$ cat config.mk
export PLATFORM = sky130hd
export DESIGN_NAME = sorted_priority_queue_unit
export DESIGN_NICKNAME = d
export VERILOG_FILES = /design/src/rtl/spq_pkg.sv /design/src/rtl/spq_cell.sv /design/src/rtl/sorted_priority_queue_unit.sv
export SDC_FILE = /design/constraint.sdc
export NUM_CORES = 2
export LEC_CHECK = 0
export BUFFER_PORTS_ARGS = -buffer_cell sky130_fd_sc_hd__buf_2
export CAP_MARGIN = 20
export CORE_AREA = 5 5 363 365
export DETAILED_ROUTE_END_ITERATION = 8
export DIE_AREA = 0 0 368 370
export PLACE_DENSITY = 0.69
export SYNTH_ARGS = -nofsm -noshare
export SYNTH_HDL_FRONTEND = slang
export SYNTH_SLANG_ARGS = --single-unit
$ cat constraint.sdc
create_clock -name clk -period 16.4 [get_ports clk]
set_clock_uncertainty 0.1 [all_clocks]
set_input_delay 3.28 -clock clk [delete_from_list [all_inputs] [get_ports clk]]
set_output_delay 3.28 -clock clk [all_outputs]
set_load 0.03 [all_outputs]
$ cat src/rtl/spq_pkg.sv
// shared types and codes for the sorted priority queue
package spq_pkg;

  localparam int FIELD_W = 16;
  localparam int FILL_W  = 5;
  localparam int CMD_W   = 3;
  localparam int STS_W   = 2;

  localparam logic [CMD_W-1:0] CMD_INSERT  = 3'd0;
  localparam logic [CMD_W-1:0] CMD_EXTRACT = 3'd1;
  localparam logic [CMD_W-1:0] CMD_REMOVE  = 3'd2;
  localparam logic [CMD_W-1:0] CMD_CHANGE  = 3'd3;
  localparam logic [CMD_W-1:0] CMD_CLEAR   = 3'd4;

  localparam logic [STS_W-1:0] STS_DONE = 2'd0;
  localparam logic [STS_W-1:0] STS_MISS = 2'd1;
  localparam logic [STS_W-1:0] STS_FULL = 2'd2;

  typedef enum logic [1:0] {
    OP_HOLD,
    OP_INS,
    OP_DROP,
    OP_CLR
  } cell_op_t;

  typedef enum logic [1:0] {
    ST_IDLE,
    ST_EXEC,
    ST_DROP,
    ST_REINS
  } spq_state_t;

  typedef struct packed {
    cell_op_t             op;
    logic [FIELD_W-1:0]   seq;
    logic [FIELD_W-1:0]   prio;
  } cell_ctl_t;

  typedef struct packed {
    logic [CMD_W-1:0]   cmd;
    logic [FIELD_W-1:0] tag;
    logic [FIELD_W-1:0] seq_num;
    logic [FIELD_W-1:0] prio;
  } spq_in_t;

  typedef struct packed {
    logic               head_valid;
    logic [FIELD_W-1:0] head_tag;
    logic [FIELD_W-1:0] head_seq;
    logic [FIELD_W-1:0] head_prio;
    logic [FILL_W-1:0]  fill_count;
    logic [STS_W-1:0]   status;
  } spq_out_t;

endpackage

$ cat src/rtl/spq_cell.sv
// one slot of the sorted row: holds an entry and trades it with its neighbors
module spq_cell import spq_pkg::*; #(
  parameter int TW = 16
) (
  input  logic               clk,
  input  logic               rst_n,
  input  cell_ctl_t          ctl,
  input  logic [TW-1:0]      new_tag,
  input  logic               shift_en,
  input  logic               left_valid,
  input  logic               left_stay,
  input  logic [TW-1:0]      left_tag,
  input  logic [FIELD_W-1:0] left_seq,
  input  logic [FIELD_W-1:0] left_prio,
  input  logic               right_valid,
  input  logic [TW-1:0]      right_tag,
  input  logic [FIELD_W-1:0] right_seq,
  input  logic [FIELD_W-1:0] right_prio,
  output logic               valid,
  output logic [TW-1:0]      tag,
  output logic [FIELD_W-1:0] seq,
  output logic [FIELD_W-1:0] prio,
  output logic               stay,
  output logic               hit
);

  logic               valid_r, valid_nxt;
  logic [TW-1:0]      tag_r, tag_nxt;
  logic [FIELD_W-1:0] seq_r, seq_nxt;
  logic [FIELD_W-1:0] prio_r, prio_nxt;

  // entries at or below the new priority keep their place
  assign stay  = valid_r && (prio_r <= ctl.prio);
  assign hit   = valid_r && (tag_r == new_tag);
  assign valid = valid_r;
  assign tag   = tag_r;
  assign seq   = seq_r;
  assign prio  = prio_r;

  always_comb begin
    valid_nxt = valid_r;
    tag_nxt   = tag_r;
    seq_nxt   = seq_r;
    prio_nxt  = prio_r;
    unique case (ctl.op)
      OP_INS: begin
        if (!stay) begin
          if (left_stay) begin
            valid_nxt = 1'b1;
            tag_nxt   = new_tag;
            seq_nxt   = ctl.seq;
            prio_nxt  = ctl.prio;
          end else begin
            valid_nxt = left_valid;
            tag_nxt   = left_tag;
            seq_nxt   = left_seq;
            prio_nxt  = left_prio;
          end
        end
      end
      OP_DROP: begin
        if (shift_en) begin
          valid_nxt = right_valid;
          tag_nxt   = right_tag;
          seq_nxt   = right_seq;
          prio_nxt  = right_prio;
        end
      end
      OP_CLR: begin
        valid_nxt = 1'b0;
      end
      default: begin
      end
    endcase
  end

  always_ff @(posedge clk) begin
    if (!rst_n) begin
      valid_r <= 1'b0;
    end else begin
      valid_r <= valid_nxt;
    end
  end

  always_ff @(posedge clk) begin
    tag_r  <= tag_nxt;
    seq_r  <= seq_nxt;
    prio_r <= prio_nxt;
  end

endmodule

$ cat src/rtl/sorted_priority_queue_unit.sv
// Sorted priority queue built as a row of DEPTH slot cells, head in cell 0. Every
// command is broadcast to all cells at once; each cell compares its own entry and
// moves by one slot with its neighbor, so the time per beat does not grow with DEPTH.
// Insert, extract, clear and unused codes finish in the execute state; remove by tag
// registers the tag match vector in the execute state and closes the gap in the drop
// state; change priority goes on to the reinsert state (match, remove, reinsert),
// unless the tag is absent. The result sits in an output register, so a new beat is
// taken while the previous result waits. No clearing pass after reset.
module sorted_priority_queue_unit import spq_pkg::*; #(
  parameter int DEPTH    = 16,
  parameter int TAG_BITS = 16
) (
  input  logic     clk,
  input  logic     rst_n,
  input  logic     in_valid,
  output logic     in_stall,
  input  spq_in_t  in_data,
  output logic     out_valid,
  input  logic     out_stall,
  output spq_out_t out_data
);

  localparam int TW   = (TAG_BITS < FIELD_W) ? TAG_BITS : FIELD_W;
  localparam int CW0  = $clog2(DEPTH + 1);
  localparam int CW   = (CW0 < FILL_W) ? FILL_W : CW0;

  spq_state_t          state_r, state_nxt;
  logic [CW-1:0]       cnt_r, cnt_nxt;
  logic                pend_r, pend_nxt;
  logic [STS_W-1:0]    sts_r, sts_nxt;
  logic [CMD_W-1:0]    cmd_r;
  logic [TW-1:0]       tag_r;
  logic [FIELD_W-1:0]  seq_r, seq_nxt;
  logic [FIELD_W-1:0]  prio_r;
  logic [DEPTH-1:0]    hit_r;
  logic                out_valid_r, out_valid_nxt;
  spq_out_t            out_data_r;

  cell_op_t            op;
  logic                fin;
  logic                drop_all;
  logic                accept;
  logic                out_load;
  cell_ctl_t           ctl;

  logic [DEPTH-1:0]    valid_w, stay_w, hit_w, first_w, shift_w;
  logic [TW-1:0]       tag_w  [DEPTH];
  logic [FIELD_W-1:0]  seq_w  [DEPTH];
  logic [FIELD_W-1:0]  prio_w [DEPTH];
  logic [FIELD_W-1:0]  kept_seq;

  assign out_load = pend_r && (!out_valid_r || !out_stall);
  assign in_stall = !((state_r == ST_IDLE) && (!pend_r || out_load));
  assign accept   = in_valid && !in_stall;

  // first matching slot, and every slot from there on closes the gap
  assign first_w = hit_r & (~hit_r + DEPTH'(1));
  assign shift_w = drop_all ? {DEPTH{1'b1}} : ~(first_w - DEPTH'(1));

  always_comb begin
    kept_seq = '0;
    for (int i = 0; i < DEPTH; i++) begin
      kept_seq = kept_seq | ({FIELD_W{first_w[i]}} & seq_w[i]);
    end
  end

  always_comb begin
    state_nxt = state_r;
    cnt_nxt   = cnt_r;
    sts_nxt   = sts_r;
    seq_nxt   = seq_r;
    op        = OP_HOLD;
    fin       = 1'b0;
    drop_all  = 1'b0;
    unique case (state_r)
      ST_IDLE: begin
        if (accept) begin
          state_nxt = ST_EXEC;
          seq_nxt   = in_data.seq_num;
        end
      end
      ST_EXEC: begin
        state_nxt = ST_IDLE;
        fin       = 1'b1;
        sts_nxt   = STS_DONE;
        unique case (cmd_r) inside
          CMD_INSERT: begin
            if (cnt_r == CW'(DEPTH)) begin
              sts_nxt = STS_FULL;
            end else begin
              op      = OP_INS;
              cnt_nxt = cnt_r + CW'(1);
            end
          end
          CMD_EXTRACT: begin
            if (cnt_r == '0) begin
              sts_nxt = STS_MISS;
            end else begin
              op       = OP_DROP;
              drop_all = 1'b1;
              cnt_nxt  = cnt_r - CW'(1);
            end
          end
          CMD_REMOVE, CMD_CHANGE: begin
            fin       = 1'b0;
            state_nxt = ST_DROP;
          end
          CMD_CLEAR: begin
            op      = OP_CLR;
            cnt_nxt = '0;
          end
          default: begin
          end
        endcase
      end
      ST_DROP: begin
        state_nxt = ST_IDLE;
        fin       = 1'b1;
        if (hit_r == '0) begin
          sts_nxt = STS_MISS;
        end else begin
          op      = OP_DROP;
          cnt_nxt = cnt_r - CW'(1);
          seq_nxt = kept_seq;
          if (cmd_r == CMD_CHANGE) begin
            fin       = 1'b0;
            state_nxt = ST_REINS;
          end
        end
      end
      ST_REINS: begin
        state_nxt = ST_IDLE;
        fin       = 1'b1;
        op        = OP_INS;
        cnt_nxt   = cnt_r + CW'(1);
      end
      default: begin
        state_nxt = ST_IDLE;
      end
    endcase
  end

  assign pend_nxt      = fin || (pend_r && !out_load);
  assign out_valid_nxt = out_load || (out_valid_r && out_stall);

  always_ff @(posedge clk) begin
    if (!rst_n) begin
      state_r     <= ST_IDLE;
      cnt_r       <= '0;
      pend_r      <= 1'b0;
      out_valid_r <= 1'b0;
    end else begin
      state_r     <= state_nxt;
      cnt_r       <= cnt_nxt;
      pend_r      <= pend_nxt;
      out_valid_r <= out_valid_nxt;
    end
  end

  always_ff @(posedge clk) begin
    sts_r <= sts_nxt;
    seq_r <= seq_nxt;
    if (accept) begin
      cmd_r  <= in_data.cmd;
      tag_r  <= in_data.tag[TW-1:0];
      prio_r <= in_data.prio;
    end
    if (state_r == ST_EXEC) begin
      hit_r <= hit_w;
    end
    if (out_load) begin
      out_data_r.head_valid <= (cnt_r != '0);
      out_data_r.head_tag   <= (cnt_r != '0) ? FIELD_W'(tag_w[0]) : '0;
      out_data_r.head_seq   <= (cnt_r != '0) ? seq_w[0] : '0;
      out_data_r.head_prio  <= (cnt_r != '0) ? prio_w[0] : '0;
      out_data_r.fill_count <= cnt_r[FILL_W-1:0];
      out_data_r.status     <= sts_r;
    end
  end

  assign ctl.op   = op;
  assign ctl.seq  = seq_r;
  assign ctl.prio = prio_r;

  for (genvar i = 0; i < DEPTH; i++) begin : g_cell
    logic               lv, ls, rv;
    logic [TW-1:0]      lt, rt;
    logic [FIELD_W-1:0] lsq, lp, rsq, rp;

    if (i == 0) begin : g_first
      assign lv  = 1'b0;
      assign ls  = 1'b1;
      assign lt  = tag_r;
      assign lsq = seq_r;
      assign lp  = prio_r;
    end else begin : g_mid
      assign lv  = valid_w[i-1];
      assign ls  = stay_w[i-1];
      assign lt  = tag_w[i-1];
      assign lsq = seq_w[i-1];
      assign lp  = prio_w[i-1];
    end

    if (i == DEPTH - 1) begin : g_last
      assign rv  = 1'b0;
      assign rt  = tag_r;
      assign rsq = seq_r;
      assign rp  = prio_r;
    end else begin : g_inner
      assign rv  = valid_w[i+1];
      assign rt  = tag_w[i+1];
      assign rsq = seq_w[i+1];
      assign rp  = prio_w[i+1];
    end

    spq_cell #(
      .TW (TW)
    ) u_cell (
      .clk         (clk),
      .rst_n       (rst_n),
      .ctl         (ctl),
      .new_tag     (tag_r),
      .shift_en    (shift_w[i]),
      .left_valid  (lv),
      .left_stay   (ls),
      .left_tag    (lt),
      .left_seq    (lsq),
      .left_prio   (lp),
      .right_valid (rv),
      .right_tag   (rt),
      .right_seq   (rsq),
      .right_prio  (rp),
      .valid       (valid_w[i]),
      .tag         (tag_w[i]),
      .seq         (seq_w[i]),
      .prio        (prio_w[i]),
      .stay        (stay_w[i]),
      .hit         (hit_w[i])
    );
  end

  assign out_valid = out_valid_r;
  assign out_data  = out_data_r;

endmodule

==> flow_metrics.py <==
metrics = {
    "run_status": {
        "status": "finished, final reports clean",
    },
    "global_route": {
        "grt_pass1_vias": 41572,
        "antenna_found_initial": 2,
        "overflow": 0,
        "grt_max_degree": 210,
        "grt_pass1_wl_um": 259000,
        "grt.total_usage": 0.241,
    },
    "logic_synthesis": {
        "synth_cell_type_count": 85,
        "synth_edf_count": 893,
        "yosysSeqAreaShare": 0.478,
        "synth-xor-area-share": 0.0394,
        "syn_area_um2": 57200,
        "synthSimpleGateAreaFrac": 0.141,
        "synth_cells": 5137,
        "synth_fa_ha_area_frac": 0.0576,
        "async_reset_ff_frac": 0,
        "ys.warnings.count": 0,
        "avgSynthCellArea_um2": 11.1,
        "ys_ff_latch": 918,
        "synth_compound_area_frac": 0.230,
        "synth-main-ff-cell": "edfxtp_1",
        "synth_top_family_by_area": "compound AO/OA/AOI/OAI gates",
        "synth_nets": 5455,
        "synthMuxAreaShare": 0.0124,
    },
    "sta": {
        "finalWorstSetupSlack_ns": 9.01,
        "finalSetupTns_ns": 0,
        "final_hold_viol_count": 0,
        "fin_crit_sh": 0.451,
        "finalSetupViolations": 0,
        "tightest_slew_ns": 1.13,
        "slew_headroom": 0.245,
        "slew_viol_final": 0,
        "fmax_mhz": 135,
        "timing.hold.ws_ns": 0.334,
        "grt_setup_unrepaired": "no",
        "period_needed_ns": 7.39,
    },
    "worst_hold_path": {
        "hp-class": "register to register",
        "worstHoldStart": "sts_r[0]$_SDFFCE_PP1P_",
        "worstHoldPathCells": 0,
        "hold_end": "out_data[0]$_DFFE_PP_",
    },
    "critical_path": {
        "cp.arrival_ns": 4.01,
        "critPathMostFrequentCell": "buf_2",
        "worstPathCellList": "buf_2 > and3_1 > nor3_1 > inv_1 > buf_2",
        "crit_required_ns": 13.02,
        "max_stage_delay_ns": 0.21,
        "cp_slowest_cell": "nor3_1",
        "crit_path_max_fanout": 3,
        "reg2reg_depth": 15,
        "path_class": "input pin to primary output",
        "r2r_start": "cnt_r[0]$_SDFFE_PN0P_",
        "r2r_slack_ns": 9.87,
        "reg2reg_to": "g_cell[14].u_cell.tag[6]$_DFFE_PP_",
        "endpoint_kind": "primary output",
        "startpoint_type": "input pin",
    },
    "clock_tree": {
        "path_clk_slew_ns": 0.06,
        "cts_tree": "yes",
        "hold_buffers": 0,
        "htree_levels": 3,
        "cts_made_buffers": 103,
        "clk_latency_ns": 0.73,
        "clock_sinks": 918,
        "clockBufferDepth": 3,
        "cts_setup_buffers": 0,
        "cts_resized": 0,
        "cts_root_buffer": "clkbuf_16",
    },
    "detailed_routing": {
        "drc": 0,
        "drt_iter0_drc": 5756,
        "drtPass1Iterations": 8,
        "wl_per_cell_um": 25.2,
        "drt_wl_total_um": 170000,
        "ant_nets": 0,
        "via_per_inst": 6.50,
        "num_vias": 43848,
    },
    "floorplanning": {
        "die_area_um2": 136000,
        "die_h_um": 370,
        "start_util": 0.445,
        "die_w_um": 368,
        "core_um2": 128000,
        "io_pins": 113,
        "placementRows": 132,
    },
    "place": {
        "portBuffers": 112,
        "dp_hpwl_um": 121000,
        "pre_cts_slack_ns": 8.99,
        "gp_routability_congestion": 0.890,
        "place_inst": 6544,
        "dpl-instance-area_um2": 58900,
    },
    "finish": {
        "nets": 5300,
        "final_area_um2": 62200,
        "syn2layout_area_growth_pct": 8.80,
        "fin_util": 0.484,
        "drive_gt1_frac": 0.170,
        "final_cells": 6743,
    },
    "power": {
        "total_power_mw": 5.81,
        "ir_drop_uv": 85.1,
        "power_density_nw_per_um2": 93.4,
        "leakage_nw": 20.6,
    },
    "flow_run": {
        "cap_violations": 0,
    },
}
## final cells by class
cell class | instances | area (µm²)
Sequential cell | 918 | 27300
Tap cell | 1675 | 2100
Fill cell | 11451 | 66300
Antenna cell | 1 | 2.50
Clock inverter | 56 | 433
Inverter | 65 | 244
Timing Repair Buffer | 235 | 1640
Clock buffer | 134 | 2690
Multi-Input combinational cell | 3659 | 27800
## worst max path at each step
stage / start / slack [ns] / cells past startpoint / end
global placement: out_stall / 8.95 / 5 / in_stall
global route: out_stall / 8.88 / 5 / in_stall
detailed placement: out_stall / 8.99 / 5 / in_stall
floorplan: out_stall / 8.40 / 1 / out_data[0]$_DFFE_PP_
CTS: out_stall / 8.99 / 5 / in_stall
finish: out_stall / 9.01 / 5 / in_stall
## sequential cells by signal (all words and copies together) (netlist names), 3 cells and up
register / flops
cmd_r: 3
cnt_r: 5
g_cell.lp: 16
g_cell.lsq: 16
g_cell.lt: 16
g_cell.u_cell.prio: 256
g_cell.u_cell.seq: 256
g_cell.u_cell.tag: 256
g_cell.u_cell.valid: 16
hit_r: 16
out_data: 56
## cells in the final DEF, fill, tap and decap left out, drive strengths merged, types with 25 or more instances in the layout
master and n:
a22oi 89, mux2 48, buf 235, nor2 188
a21o 70, nand2 234, o21a 27, a311oi 42
and4b 39, a221oi 39, clkinv 45, o221a 487
xnor2 120, clkbuf 134, a22o 58, a31oi 121
nand4 97, ha 263, nor2b 150, o21ai 242
and2 50, nor4 57, a211o 46, nand2b 429
edfxtp 893, nor3 93, xor2 137, a21oi 258
inv 69, dfxtp 25
## power breakdown
part / leakage (nW) / internal [mW] / switching (mW) / total, mW
Clock: 1.51 / 1.21 / 1.01 / 2.21
Sequential: 8.40 / 2.72 / 0.121 / 2.84
Combinational: 10.7 / 0.310 / 0.443 / 0.753
Total: 20.6 / 4.24 / 1.57 / 5.81
## critical path: cells and delay by family
kind	cells	cell delay, ns
simple gates	2	0.37
buf+inv	3	0.37
## metal layers
metal  track usage  share of wire  routed length, µm  vias up
li1              -              -                  -    19864
met3        0.0362          0.091              15500      244
met1         0.351           0.44              74100    21550
met5             0        0.00012                 20        -
met4        0.0709          0.027               4570        2
met2         0.373           0.45              76100     2188
## synth_stat cells (42+ instances only)
cell / number / area share
o221a_2: 367 / 0.072
a22o_1: 58 / 0.0089
a31oi_1: 121 / 0.013
edfxtp_1: 893 / 0.47
buf_1: 48 / 0.0032
a21oi_1: 255 / 0.022
clkbuf_1: 334 / 0.022
a22oi_1: 89 / 0.012
nand2_1: 234 / 0.015
xnor2_1: 120 / 0.018
a21o_1: 70 / 0.0092
o21ai_0: 229 / 0.020
o221a_1: 120 / 0.024
a211o_1: 46 / 0.0070
mux2_2: 48 / 0.0095
xor2_1: 137 / 0.021
nor2_1: 187 / 0.012
nand2b_1: 429 / 0.047
a311oi_1: 42 / 0.0064
nor2b_1: 150 / 0.016
ha_1: 263 / 0.058
nor3_1: 92 / 0.0081
buf_2: 77 / 0.0067
and2_1: 50 / 0.0055
inv_1: 64 / 0.0042
nand4_1: 97 / 0.011
nor4_1: 53 / 0.0058
## cell families (layout without fill, tap and decap cells)
kind of cell	count (synthesis)	in the layout
DFF	918	918
and+or+nand+nor	1438	1438
other	0	1
xor gates and xnor gates	257	257
adders and majority gates	263	263
muxes	65	65
AOI/OAI and AO/OA	1636	1636
buffers and inverters	560	490
(Power assumes the default switching activity.)
